`config.mk`:
```
export PLATFORM = sky130hd
export DESIGN_NAME = position_count_bcd_readout_flat
export DESIGN_NICKNAME = d
export VERILOG_FILES = /design/src/hw/rtl/pcbr_pkg.sv /design/src/hw/rtl/pcbr_if.sv /design/src/hw/rtl/position_count_bcd_readout.sv /design/src/flat_wrapper.sv
export SDC_FILE = /design/constraint.sdc
export NUM_CORES = 1
export LEC_CHECK = 0
export BUFFER_PORTS_ARGS = -buffer_cell sky130_fd_sc_hd__buf_4
export CAP_MARGIN = 20
export CORE_MARGIN = 1
export CORE_UTILIZATION = 40
export CTS_CLUSTER_DIAMETER = 200
export DETAILED_ROUTE_END_ITERATION = 7
export MAX_ROUTING_LAYER = met4
export PLACE_DENSITY = 0.62
export SYNTH_ARGS = -nofsm -noshare
export SYNTH_HDL_FRONTEND = slang
export SYNTH_SLANG_ARGS = --single-unit
export TNS_END_PERCENT = 50
```
`constraint.sdc`:
```
create_clock -name clk -period 30.5 [get_ports clk]
set_input_delay 1.525 -clock clk [delete_from_list [all_inputs] [get_ports clk]]
set_output_delay 1.525 -clock clk [all_outputs]
set_load 0.02 [all_outputs]
```
`src/hw/rtl/pcbr_pkg.sv`:
```
// pcbr_pkg: shared types and constants for the position counter with bcd readout
// no dependencies; imported by the channel interfaces and the top level

package pcbr_pkg;

	localparam int PADDR_W = 3;
	localparam int REG_IDX_BIT = 2;

	// register index of step_size
	localparam logic REG_STEP = 1'b0;

	localparam logic [3:0] STEP_RESET = 4'd2;
	localparam logic signed [16:0] COUNT_MAX = 17'sd32766;
	localparam logic signed [16:0] COUNT_MIN = -17'sd32766;

	localparam logic [7:0] ASCII_ZERO  = 8'h30;
	localparam logic [7:0] ASCII_POINT = 8'h2E;
	localparam logic [7:0] ASCII_MINUS = 8'h2D;
	localparam logic [7:0] ASCII_PLUS  = 8'h2B;

	// place of a character within a report
	typedef enum logic [2:0] {
		CH_SIGN  = 3'd0,
		CH_THOU  = 3'd1,
		CH_HUND  = 3'd2,
		CH_POINT = 3'd3,
		CH_TENS  = 3'd4,
		CH_UNITS = 3'd5
	} char_idx_t;

	typedef struct packed {
		logic req_type;
		logic moving_left;
	} item_t;

	typedef struct packed {
		logic [7:0] char_code;
		logic       last_char;
	} result_t;

endpackage

```
`src/hw/rtl/pcbr_if.sv`:
```
// pcbr_if: valid/ready channel interfaces for input items and result characters
// depends on pcbr_pkg for the payload types

interface pcbr_item_if;
	import pcbr_pkg::*;
	logic  valid;
	logic  ready;
	item_t data;

	modport source (output valid, output data, input ready);
	modport sink (input valid, input data, output ready);
endinterface

interface pcbr_result_if;
	import pcbr_pkg::*;
	logic    valid;
	logic    ready;
	result_t data;

	modport source (output valid, output data, input ready);
	modport sink (input valid, input data, output ready);
endinterface

```
`src/hw/rtl/position_count_bcd_readout.sv`:
```
// position_count_bcd_readout: saturating position counter with six-character bcd readout
// an edge request updates the count the cycle after acceptance; a report passes stage 1,
// both conversion stages and readout registers, then one character per taken cycle
// one request per cycle unless a report stalls in stage 1; a report holds the result port for six characters
// reset: arst_n clears the count to zero, sets step_size to 2 and empties all stages
// depends on pcbr_pkg and pcbr_if

module position_count_bcd_readout (
	input  logic                         clk,
	input  logic                         arst_n,
	input  logic                         psel,
	input  logic                         penable,
	input  logic                         pwrite,
	input  logic [pcbr_pkg::PADDR_W-1:0] paddr,
	input  logic [31:0]                  pwdata,
	output logic [31:0]                  prdata,
	output logic                         pready,
	pcbr_item_if.sink                    item,
	pcbr_result_if.source                result
);
	import pcbr_pkg::*;

	// eight steps of shift-and-add-3 on a 16-bit bcd word
	function automatic logic [31:0] dabble8(input logic [15:0] bcd_in, input logic [15:0] bin_in);
		logic [15:0] bcd;
		logic [15:0] bin;
		bcd = bcd_in;
		bin = bin_in;
		for (int i = 0; i < 8; i++) begin
			for (int d = 0; d < 4; d++) begin
				if (bcd[4*d +: 4] >= 4'd5) bcd = bcd + (16'd3 << (4*d));
			end
			bcd = {bcd[14:0], bin[15]};
			bin = {bin[14:0], 1'b0};
		end
		return {bcd, bin};
	endfunction

	// configuration
	logic [3:0] step_q;
	logic       cfg_wr;

	assign pready = 1'b1;
	assign cfg_wr = psel && penable && pwrite && pready;

	always_ff @(posedge clk or negedge arst_n) begin
		if (!arst_n) begin
			step_q <= STEP_RESET;
		end else if (cfg_wr && paddr[REG_IDX_BIT] == REG_STEP) begin
			step_q <= pwdata[3:0];
		end
	end

	always_comb begin
		prdata = 32'd0;
		if (paddr[REG_IDX_BIT] == REG_STEP) prdata = {28'd0, step_q};
	end

	// pipeline registers
	logic               v_s1;
	item_t              item_s1;
	logic               v_s2;
	logic               neg_s2;
	logic [15:0]        mag_s2;
	logic               v_s3;
	logic               neg_s3;
	logic [15:0]        bcd_s3;
	logic [15:0]        bin_s3;
	logic signed [15:0] count_q;

	// readout registers
	logic               busy_q;
	char_idx_t          idx_q;
	logic               neg_q;
	logic [15:0]        bcd_q;

	logic               last_taken;
	logic               load_drain;
	logic               en3;
	logic               en2;
	logic               adv1;
	logic [31:0]        dd_s2;
	logic [31:0]        dd_s3;
	logic signed [16:0] step_ext;
	logic signed [16:0] sum;
	logic signed [16:0] next_count;
	logic [15:0]        mag;

	assign last_taken = busy_q && result.ready && (idx_q == CH_UNITS);
	assign load_drain = v_s3 && (!busy_q || last_taken);
	assign en3 = !v_s3 || load_drain;
	assign en2 = !v_s2 || en3;
	// an edge request never waits; a report waits for room in the conversion stages
	assign adv1 = v_s1 && (!item_s1.req_type || en2);
	assign item.ready = !v_s1 || adv1;

	assign step_ext = signed'({13'd0, step_q});
	assign sum = item_s1.moving_left ? ({count_q[15], count_q} - step_ext)
	                                 : ({count_q[15], count_q} + step_ext);
	always_comb begin
		next_count = sum;
		if (sum > COUNT_MAX) next_count = COUNT_MAX;
		if (sum < COUNT_MIN) next_count = COUNT_MIN;
	end

	assign mag = count_q[15] ? (16'd0 - count_q) : count_q;
	assign dd_s2 = dabble8(16'd0, mag_s2);
	assign dd_s3 = dabble8(bcd_s3, bin_s3);

	always_ff @(posedge clk or negedge arst_n) begin
		if (!arst_n) begin
			v_s1    <= 1'b0;
			v_s2    <= 1'b0;
			v_s3    <= 1'b0;
			count_q <= '0;
			busy_q  <= 1'b0;
			idx_q   <= CH_SIGN;
		end else begin
			if (item.ready) v_s1 <= item.valid;
			if (adv1 && !item_s1.req_type) count_q <= next_count[15:0];
			if (en2) v_s2 <= adv1 && item_s1.req_type;
			if (en3) v_s3 <= v_s2;
			if (load_drain) begin
				busy_q <= 1'b1;
				idx_q  <= CH_SIGN;
			end else if (last_taken) begin
				busy_q <= 1'b0;
			end else if (busy_q && result.ready) begin
				idx_q <= char_idx_t'(idx_q + 3'd1);
			end
		end
	end

	always_ff @(posedge clk) begin
		if (item.ready) item_s1 <= item.data;
		if (en2) begin
			neg_s2 <= count_q[15];
			mag_s2 <= mag;
		end
		if (en3) begin
			neg_s3 <= neg_s2;
			bcd_s3 <= dd_s2[31:16];
			bin_s3 <= dd_s2[15:0];
		end
		if (load_drain) begin
			neg_q <= neg_s3;
			bcd_q <= dd_s3[31:16];
		end
	end

	// character select
	assign result.valid = busy_q;
	always_comb begin
		result.data.last_char = (idx_q == CH_UNITS);
		case (idx_q)
			CH_SIGN:  result.data.char_code = neg_q ? ASCII_MINUS : ASCII_PLUS;
			CH_THOU:  result.data.char_code = ASCII_ZERO + {4'd0, bcd_q[15:12]};
			CH_HUND:  result.data.char_code = ASCII_ZERO + {4'd0, bcd_q[11:8]};
			CH_POINT: result.data.char_code = ASCII_POINT;
			CH_TENS:  result.data.char_code = ASCII_ZERO + {4'd0, bcd_q[7:4]};
			CH_UNITS: result.data.char_code = ASCII_ZERO + {4'd0, bcd_q[3:0]};
			default:  result.data.char_code = ASCII_POINT;
		endcase
	end

endmodule

```
`src/flat_wrapper.sv`:
```
// flat-port wrapper written by rule: the top's interface ports become plain ports
module position_count_bcd_readout_flat import pcbr_pkg::*;
  (clk, arst_n, psel, penable, pwrite, paddr, pwdata, prdata, pready, item_valid, item_data, item_ready, result_valid, result_data, result_ready);
  pcbr_item_if item_i ();
  pcbr_result_if result_i ();
  input  logic clk;
  input  logic arst_n;
  input  logic psel;
  input  logic penable;
  input  logic pwrite;
  input  logic [pcbr_pkg::PADDR_W-1:0] paddr;
  input  logic [31:0] pwdata;
  output logic [31:0] prdata;
  output logic pready;
  input wire logic [$bits(item_i.valid)-1:0] item_valid;
  input wire logic [$bits(item_i.data)-1:0] item_data;
  output wire logic [$bits(item_i.ready)-1:0] item_ready;
  output wire logic [$bits(result_i.valid)-1:0] result_valid;
  output wire logic [$bits(result_i.data)-1:0] result_data;
  input wire logic [$bits(result_i.ready)-1:0] result_ready;
  assign item_i.valid = item_valid;
  assign item_i.data = item_data;
  assign item_ready = item_i.ready;
  assign result_valid = result_i.valid;
  assign result_data = result_i.data;
  assign result_i.ready = result_ready;
  position_count_bcd_readout u_core (.clk(clk), .arst_n(arst_n), .psel(psel), .penable(penable), .pwrite(pwrite), .paddr(paddr), .pwdata(pwdata), .prdata(prdata), .pready(pready), .item(item_i), .result(result_i));
endmodule
```
==> results of run 1 <==
[final cells by class]
class                      instances  share of cell area
timing repair buffer              27             0.01316
inverter                         114             0.02529
tap                              525             0.03883
multi-input combinational       1783              0.7583
sequential                        88              0.1483
clock buffer                      10             0.01353
clock inverter                     6            0.002588
[Yosys cell counts (48+ instances only)]
cell type,instances
sky130_fd_sc_hd__nor3_1,74
sky130_fd_sc_hd__a21oi_1,96
sky130_fd_sc_hd__nand3_1,59
sky130_fd_sc_hd__inv_1,107
sky130_fd_sc_hd__nand2_1,172
sky130_fd_sc_hd__a21o_1,48
sky130_fd_sc_hd__mux2i_1,67
sky130_fd_sc_hd__xor2_1,54
sky130_fd_sc_hd__nor2_1,150
sky130_fd_sc_hd__o21ai_0,99
sky130_fd_sc_hd__xnor2_1,146
sky130_fd_sc_hd__ha_1,106
sky130_fd_sc_hd__edfxtp_1,61
[per-stage QoR]
step	util	std cells
CTS	0.4251	2552
detailed placement	0.4183	2536
global placement	0.4183	2536
finish	0.4258	2553
floorplan	-	2059
global route	0.4258	2553
[logic make-up after synthesis]
group / Yosys count / synth area share
and+or+nand+nor: 782 / 0.2590
AOI/OAI and AO/OA: 536 / 0.2431
xor gates and xnor gates: 222 / 0.1347
buffers and inverters: 188 / 0.05545
adders and majority gates: 109 / 0.08488
muxes: 100 / 0.06663
DFF: 88 / 0.1557
other: 2 / 0.0004661
[state kept, by name (all words and copies together), names as in the netlist, 2 cells and up]
signal and count:
u_core.bcd_s3 16, u_core.idx_q 3, u_core.item_s1 2, u_core.bcd_q 16
u_core.bin_s3 8, u_core.mag_s2 16, u_core.step_q 4, u_core.count_q 16
[worst max-delay path by stage]
| stage | start | endpoint | slack [ns] | cells past startpoint |
|---|---|---|---|---|
| 2_1_floorplan | u_core.bcd_s3[0] | u_core.bcd_q[13] | 16.40 | 64 |
| 3_3_place_gp | u_core.bcd_s3[0] | u_core.bcd_q[13] | 14.22 | 61 |
| 3_5_place_dp | u_core.bcd_s3[0] | u_core.bcd_q[13] | 13.84 | 61 |
| 4_1_cts | u_core.bcd_s3[0] | u_core.bcd_q[13] | 13.80 | 61 |
| 5_1_grt | u_core.bcd_s3[0] | u_core.bcd_q[14] | 12.18 | 64 |
| 6_report | u_core.bcd_s3[0] | u_core.bcd_q[13] | 13.80 | 61 |
[metal layers]
metal | up-vias | share of wire | wire, µm | GRT usage
met4 | 0 | 0.0071 | 243 | 0.03034
met2 | 164 | 0.47 | 16140 | 0.2894
met3 | 21 | 0.020 | 699 | 0.01348
li1 | 7466 | - | - | -
met5 | - | 0 | 0 | -
met1 | 6644 | 0.50 | 17260 | 0.2235
[critical path: cells and delay by family (launching register included)]
| family | cells | cell delay, ns |
|---|---|---|
| compound gates | 10 | 2.26 |
| xor+xnor | 10 | 3.10 |
| fa+ha+maj | 11 | 3.17 |
| flops | 1 | 0.50 |
| buf+inv | 9 | 1.23 |
| simple gates | 20 | 5.85 |
| mux | 1 | 0.31 |
==> out/metrics.cfg, run 1 <==
[global_route]
antenna_found_initial = 0
first_global_vias = 13390
global_route_wire_length_before_repair_um = 60170
maximum_number_of_pins_on_one_net_before_global_route_repair = 28
global_route.overflow_total = 0
grt.total_usage = 0.1707

[place]
place_worst_setup_slack_ns = 13.84
globalplace.congestion = 0.8502
number_of_buffers_added_on_ports = 25
place_hpwl_um = 27410
detailed_place.area_um2 = 16620

[layout]
seqCellArea_um2 = 2509
drive_above_1_share = 0.09172
finalNetCount = 2174
layout_area_growth_over_synthesis_pct = 5.009
final_cell_mix = 172 x sky130_fd_sc_hd__nand2_1, 150 x sky130_fd_sc_hd__nor2_1, 146 x sky130_fd_sc_hd__xnor2_1
antenna_cells_inserted = 0
multi_input_comb_area_um2 = 12830
fill_cells = 3983
final_design_area_no_fill_um2 = 16920
final_common_cell = sky130_fd_sc_hd__nand2_1

[clocking]
clock_path_buffers = 2
numClockSinks = 88
cts.repair_timing.setup_buffer_count = 0
cts.reportedPaths.clkPinSlew_ns = 0.07
cts_made_buffers = 9
cts-root-buf = sky130_fd_sc_hd__clkbuf_16
cts.hold.buffers_added = 0
htree_levels = 3
cts_tree = yes
cts_resized = 0
clk-insertion-delay-late_ns = 0.34

[setup_path]
worst_setup_path_start_kind = register
path_common_cell = sky130_fd_sc_hd__ha_1
worst_path_largest_cell_delay_ns = 0.71
cp_max_fo = 13
critPathArrivalTime_ns = 16.79
setup.worst_path.end_class = register
ff2ff_path_depth = 61
critPathKind = register to register
worst_path_max_delay_cell = sky130_fd_sc_hd__or4_1
regToRegSetupSlack_ns = 13.80
regToRegStartpoint = u_core.bcd_s3[0]
timing.rr.end = u_core.bcd_q[13]
cp.required_ns = 30.59

[synthesis]
post-synth-top-area-fraction = 0.1137
synth_enable_flop_cells = 61
async_flop_share = 0.3068
yosys.cell_types.count = 129
syn-cell-area_um2 = 16110
yosys_warns = 0
netlist_top_cells_area = sky130_fd_sc_hd__edfxtp_1 11%, sky130_fd_sc_hd__ha_1 8.2%, sky130_fd_sc_hd__xnor2_1 7.9%
postSynthCellCount = 2027
postSynth.topFlopCell = sky130_fd_sc_hd__edfxtp_1
yosys.area.top_type = sky130_fd_sc_hd__edfxtp_1
synth-seq-area-share = 0.1557
synth-seq-cells = 88
postSynthAreaPerCell_um2 = 7.949

[route]
routedWlPerCell_um = 13.45
detail_route.first_pass.iterations = 7
postRouteAntennaNets = 0
dr.first_iter.drc_count = 757
totalWireLength_um = 34340
detail_route.drc_violations = 0
vias = 14295
detail_route.vias_per_cell = 5.599

[timing]
setup_viol_count_final = 0
rel_slew_slack = 0.2776
grt_setup_unrepaired = false
total_neg_setup_slack_ns = 0
drv_slew = 0
timing.final.ws_setup_ns = 13.80
hold_viol_final = 0
fin_hold_ws_ns = 0.4199
fin_skew_ns = 0.01176
post-route-period-util = 0.5477
worst_pin_slew_ns = 1.079
fin_crit_ns = 16.71
achievable-frequency_mhz = 59.86

[floorplan]
die_area_um2 = 41090
die_width_um = 202.7
start_util = 0.4055
io_pins = 88
rows = 73
design.core.area_um2 = 39730
die_h_um = 202.7

[worst_hold_path]
whs_endpoint = u_core.bin_s3[14]
worstHoldStart = u_core.mag_s2[6]
hold-path-cell-count = 0
min-delay-path-class = register to register

[outcome]
run_status = completed

[run]
max_cap_violations = 0

Power of run 1 is left out: the tool's default activity adds up to more than one toggle a clock period on the data nets, which glitch-free logic cannot reach.
==> inputs of run 2 (changes only) <==
Settings changed: PLACE_DENSITY 0.62 to 0.64.
Clock period 30.5 ns to 15 ns, I/O delays scaled along.
==> out/metrics.cfg, run 2 (synthesis gave the netlist of run 1 again) <==
[outcome]
run_status = completed

[timing]
post-route-period-util = 0.9376  ; +0.3899
achievable-frequency_mhz = 71.10  ; +19%
rel_slew_slack = 0.3514  ; +0.07382
fin_skew_ns = 0.01062  ; -0.001141 ns
drv_slew = 0  ; unchanged
worst_pin_slew_ns = 0.9729  ; -0.1057 ns
fin_hold_ws_ns = 0.3083  ; -0.1116 ns
hold_viol_final = 0  ; unchanged
fin_crit_ns = 14.06  ; -2.641 ns
setup_viol_count_final = 0  ; unchanged

[setup_path]
path_common_cell = sky130_fd_sc_hd__ha_1
worst_path_largest_cell_delay_ns = 0.55  ; -0.16 ns
critPathKind = register to register
setup.worst_path.end_class = register
cp_max_fo = 10  ; -3
worst_path_max_delay_cell = sky130_fd_sc_hd__nor4_2
worst_setup_path_start_kind = register
critPathArrivalTime_ns = 14.15  ; -2.64 ns
cp.required_ns = 15.09  ; -15.50 ns
ff2ff_path_depth = 59  ; -3.3%

[clocking]
cts.reportedPaths.clkPinSlew_ns = 0.07  ; about the same
clock_path_buffers = 2  ; unchanged
numClockSinks = 88  ; unchanged
htree_levels = 3  ; unchanged
cts_tree = yes
cts-root-buf = sky130_fd_sc_hd__clkbuf_16
cts_made_buffers = 9  ; unchanged
cts.hold.buffers_added = 0  ; unchanged
clk-insertion-delay-late_ns = 0.34  ; about the same

[global_route]
first_global_vias = 13668  ; +2.1%
antenna_found_initial = 0  ; unchanged
grt.total_usage = 0.1720  ; +0.001290
maximum_number_of_pins_on_one_net_before_global_route_repair = 28  ; unchanged
global_route_wire_length_before_repair_um = 60690  ; +0.86%
global_route.overflow_total = 0  ; unchanged

[worst_hold_path]
min-delay-path-class = input port to asynchronous set/reset pin

[route]
m1WireLength_um = 16910  ; -2.0%
met3_routed_wirelength_um = 645  ; -7.7%
routedWlPerCell_um = 13.42  ; -0.24%
detail_route.first_pass.iterations = 5  ; -2
detail_route.drc_violations = 0  ; unchanged
dr.first_iter.drc_count = 768  ; +1.5%
postRouteAntennaNets = 0  ; unchanged
topRoutingLayerUsed = met4
route.met2.wl_um = 17140  ; +6.2%
detail_route.vias_per_cell = 5.584  ; -0.27%
vias = 14575  ; +2.0%
totalWireLength_um = 35020  ; +2.0%

[layout]
fill_cells = 3938  ; -1.1%
fin_util = 0.4448  ; +0.01896
antenna_cells_inserted = 0  ; unchanged
final_cell_mix = 171 x sky130_fd_sc_hd__nand2_1, 146 x sky130_fd_sc_hd__nor2_1, 138 x sky130_fd_sc_hd__xnor2_1
finalNetCount = 2231  ; +2.6%
drive_above_1_share = 0.1376  ; +0.04593
layout_area_growth_over_synthesis_pct = 9.684
final_common_cell = sky130_fd_sc_hd__nand2_1

[floorplan]
io_pins = 88  ; unchanged
die_area_um2 = 41090  ; unchanged
die_h_um = 202.7  ; unchanged
design.core.area_um2 = 39730  ; unchanged
die_width_um = 202.7  ; unchanged
rows = 73  ; unchanged
start_util = 0.4055  ; unchanged

[place]
number_of_buffers_added_on_ports = 25  ; unchanged
place_hpwl_um = 27870  ; +1.7%
globalplace.congestion = 0.8530  ; +0.33%

[run]
max_cap_violations = 0  ; unchanged

run 2: metrics by stage:
stage                     instances  cell area (µm²)  setup WS (ns)   TNS, ns
after global routing           2610            17670       -0.04278  -0.05647
after CTS                      2591            17230        0.05961         0
final                          2610            17670         0.9357         0
after floorplan                2059            16230         0.8994         0
after global placement         2575            16910         0.3642         0
after detailed placement       2575            16910        0.01164         0
run 2: path summary, 6_finish.rpt:
| check | startpoint | to | slack (ns) |
|---|---|---|---|
| max in group asynchronous | arst_n | u_core.step_q[1] | 14.38 |
| worst max register to register | u_core.bcd_s3[0] | u_core.bcd_q[13] | 0.94 |
| worst min register to register | u_core.mag_s2[0] | u_core.bin_s3[8] | 0.42 |
| worst max-delay path | u_core.bcd_s3[0] | u_core.bcd_q[13] | 0.94 |
| worst min-delay path | arst_n | u_core.idx_q[0] | 0.31 |
| min in group clk | u_core.mag_s2[0] | u_core.bin_s3[8] | 0.42 |
run 2: what timing repair did:
item,4_1_cts,5_1_grt
gates cloned,0,0
setup endpoints to repair,2,5
resized for setup,1,56
pin swaps,0,14
buffers inserted,0,18
run 2: metal layers:
metal  vias up  GRT usage
li1       7553          -
met5         -          -
met4         0    0.03249
met2       187     0.2995
met1      6813     0.2203
met3        22   0.009952
run 2: final cells by class:
cell class / count / area, µm² / area share
Inverter: 114 / 427.9 / 0.02421
Multi-Input combinational cell: 1783 / 13110 / 0.7420
Timing Repair Buffer: 84 / 650.6 / 0.03682
Sequential cell: 88 / 2509 / 0.1420
Tap cell: 525 / 656.9 / 0.03717
Clock buffer: 11 / 232.7 / 0.01317
Clock inverter: 5 / 82.58 / 0.004673
run 2: critical path, delay by kind of cell (launching register included):
kind | cells | cell delay (ns)
AND/OR/NAND/NOR | 20 | 4.63
adder cells (fa/ha/maj) | 10 | 2.54
AO/OA/AOI/OAI | 11 | 2.52
XOR/XNOR | 9 | 2.27
buffers and inverters | 8 | 0.99
flip-flops | 1 | 0.48
multiplexers | 1 | 0.38
Power of run 2 is left out for the same reason.
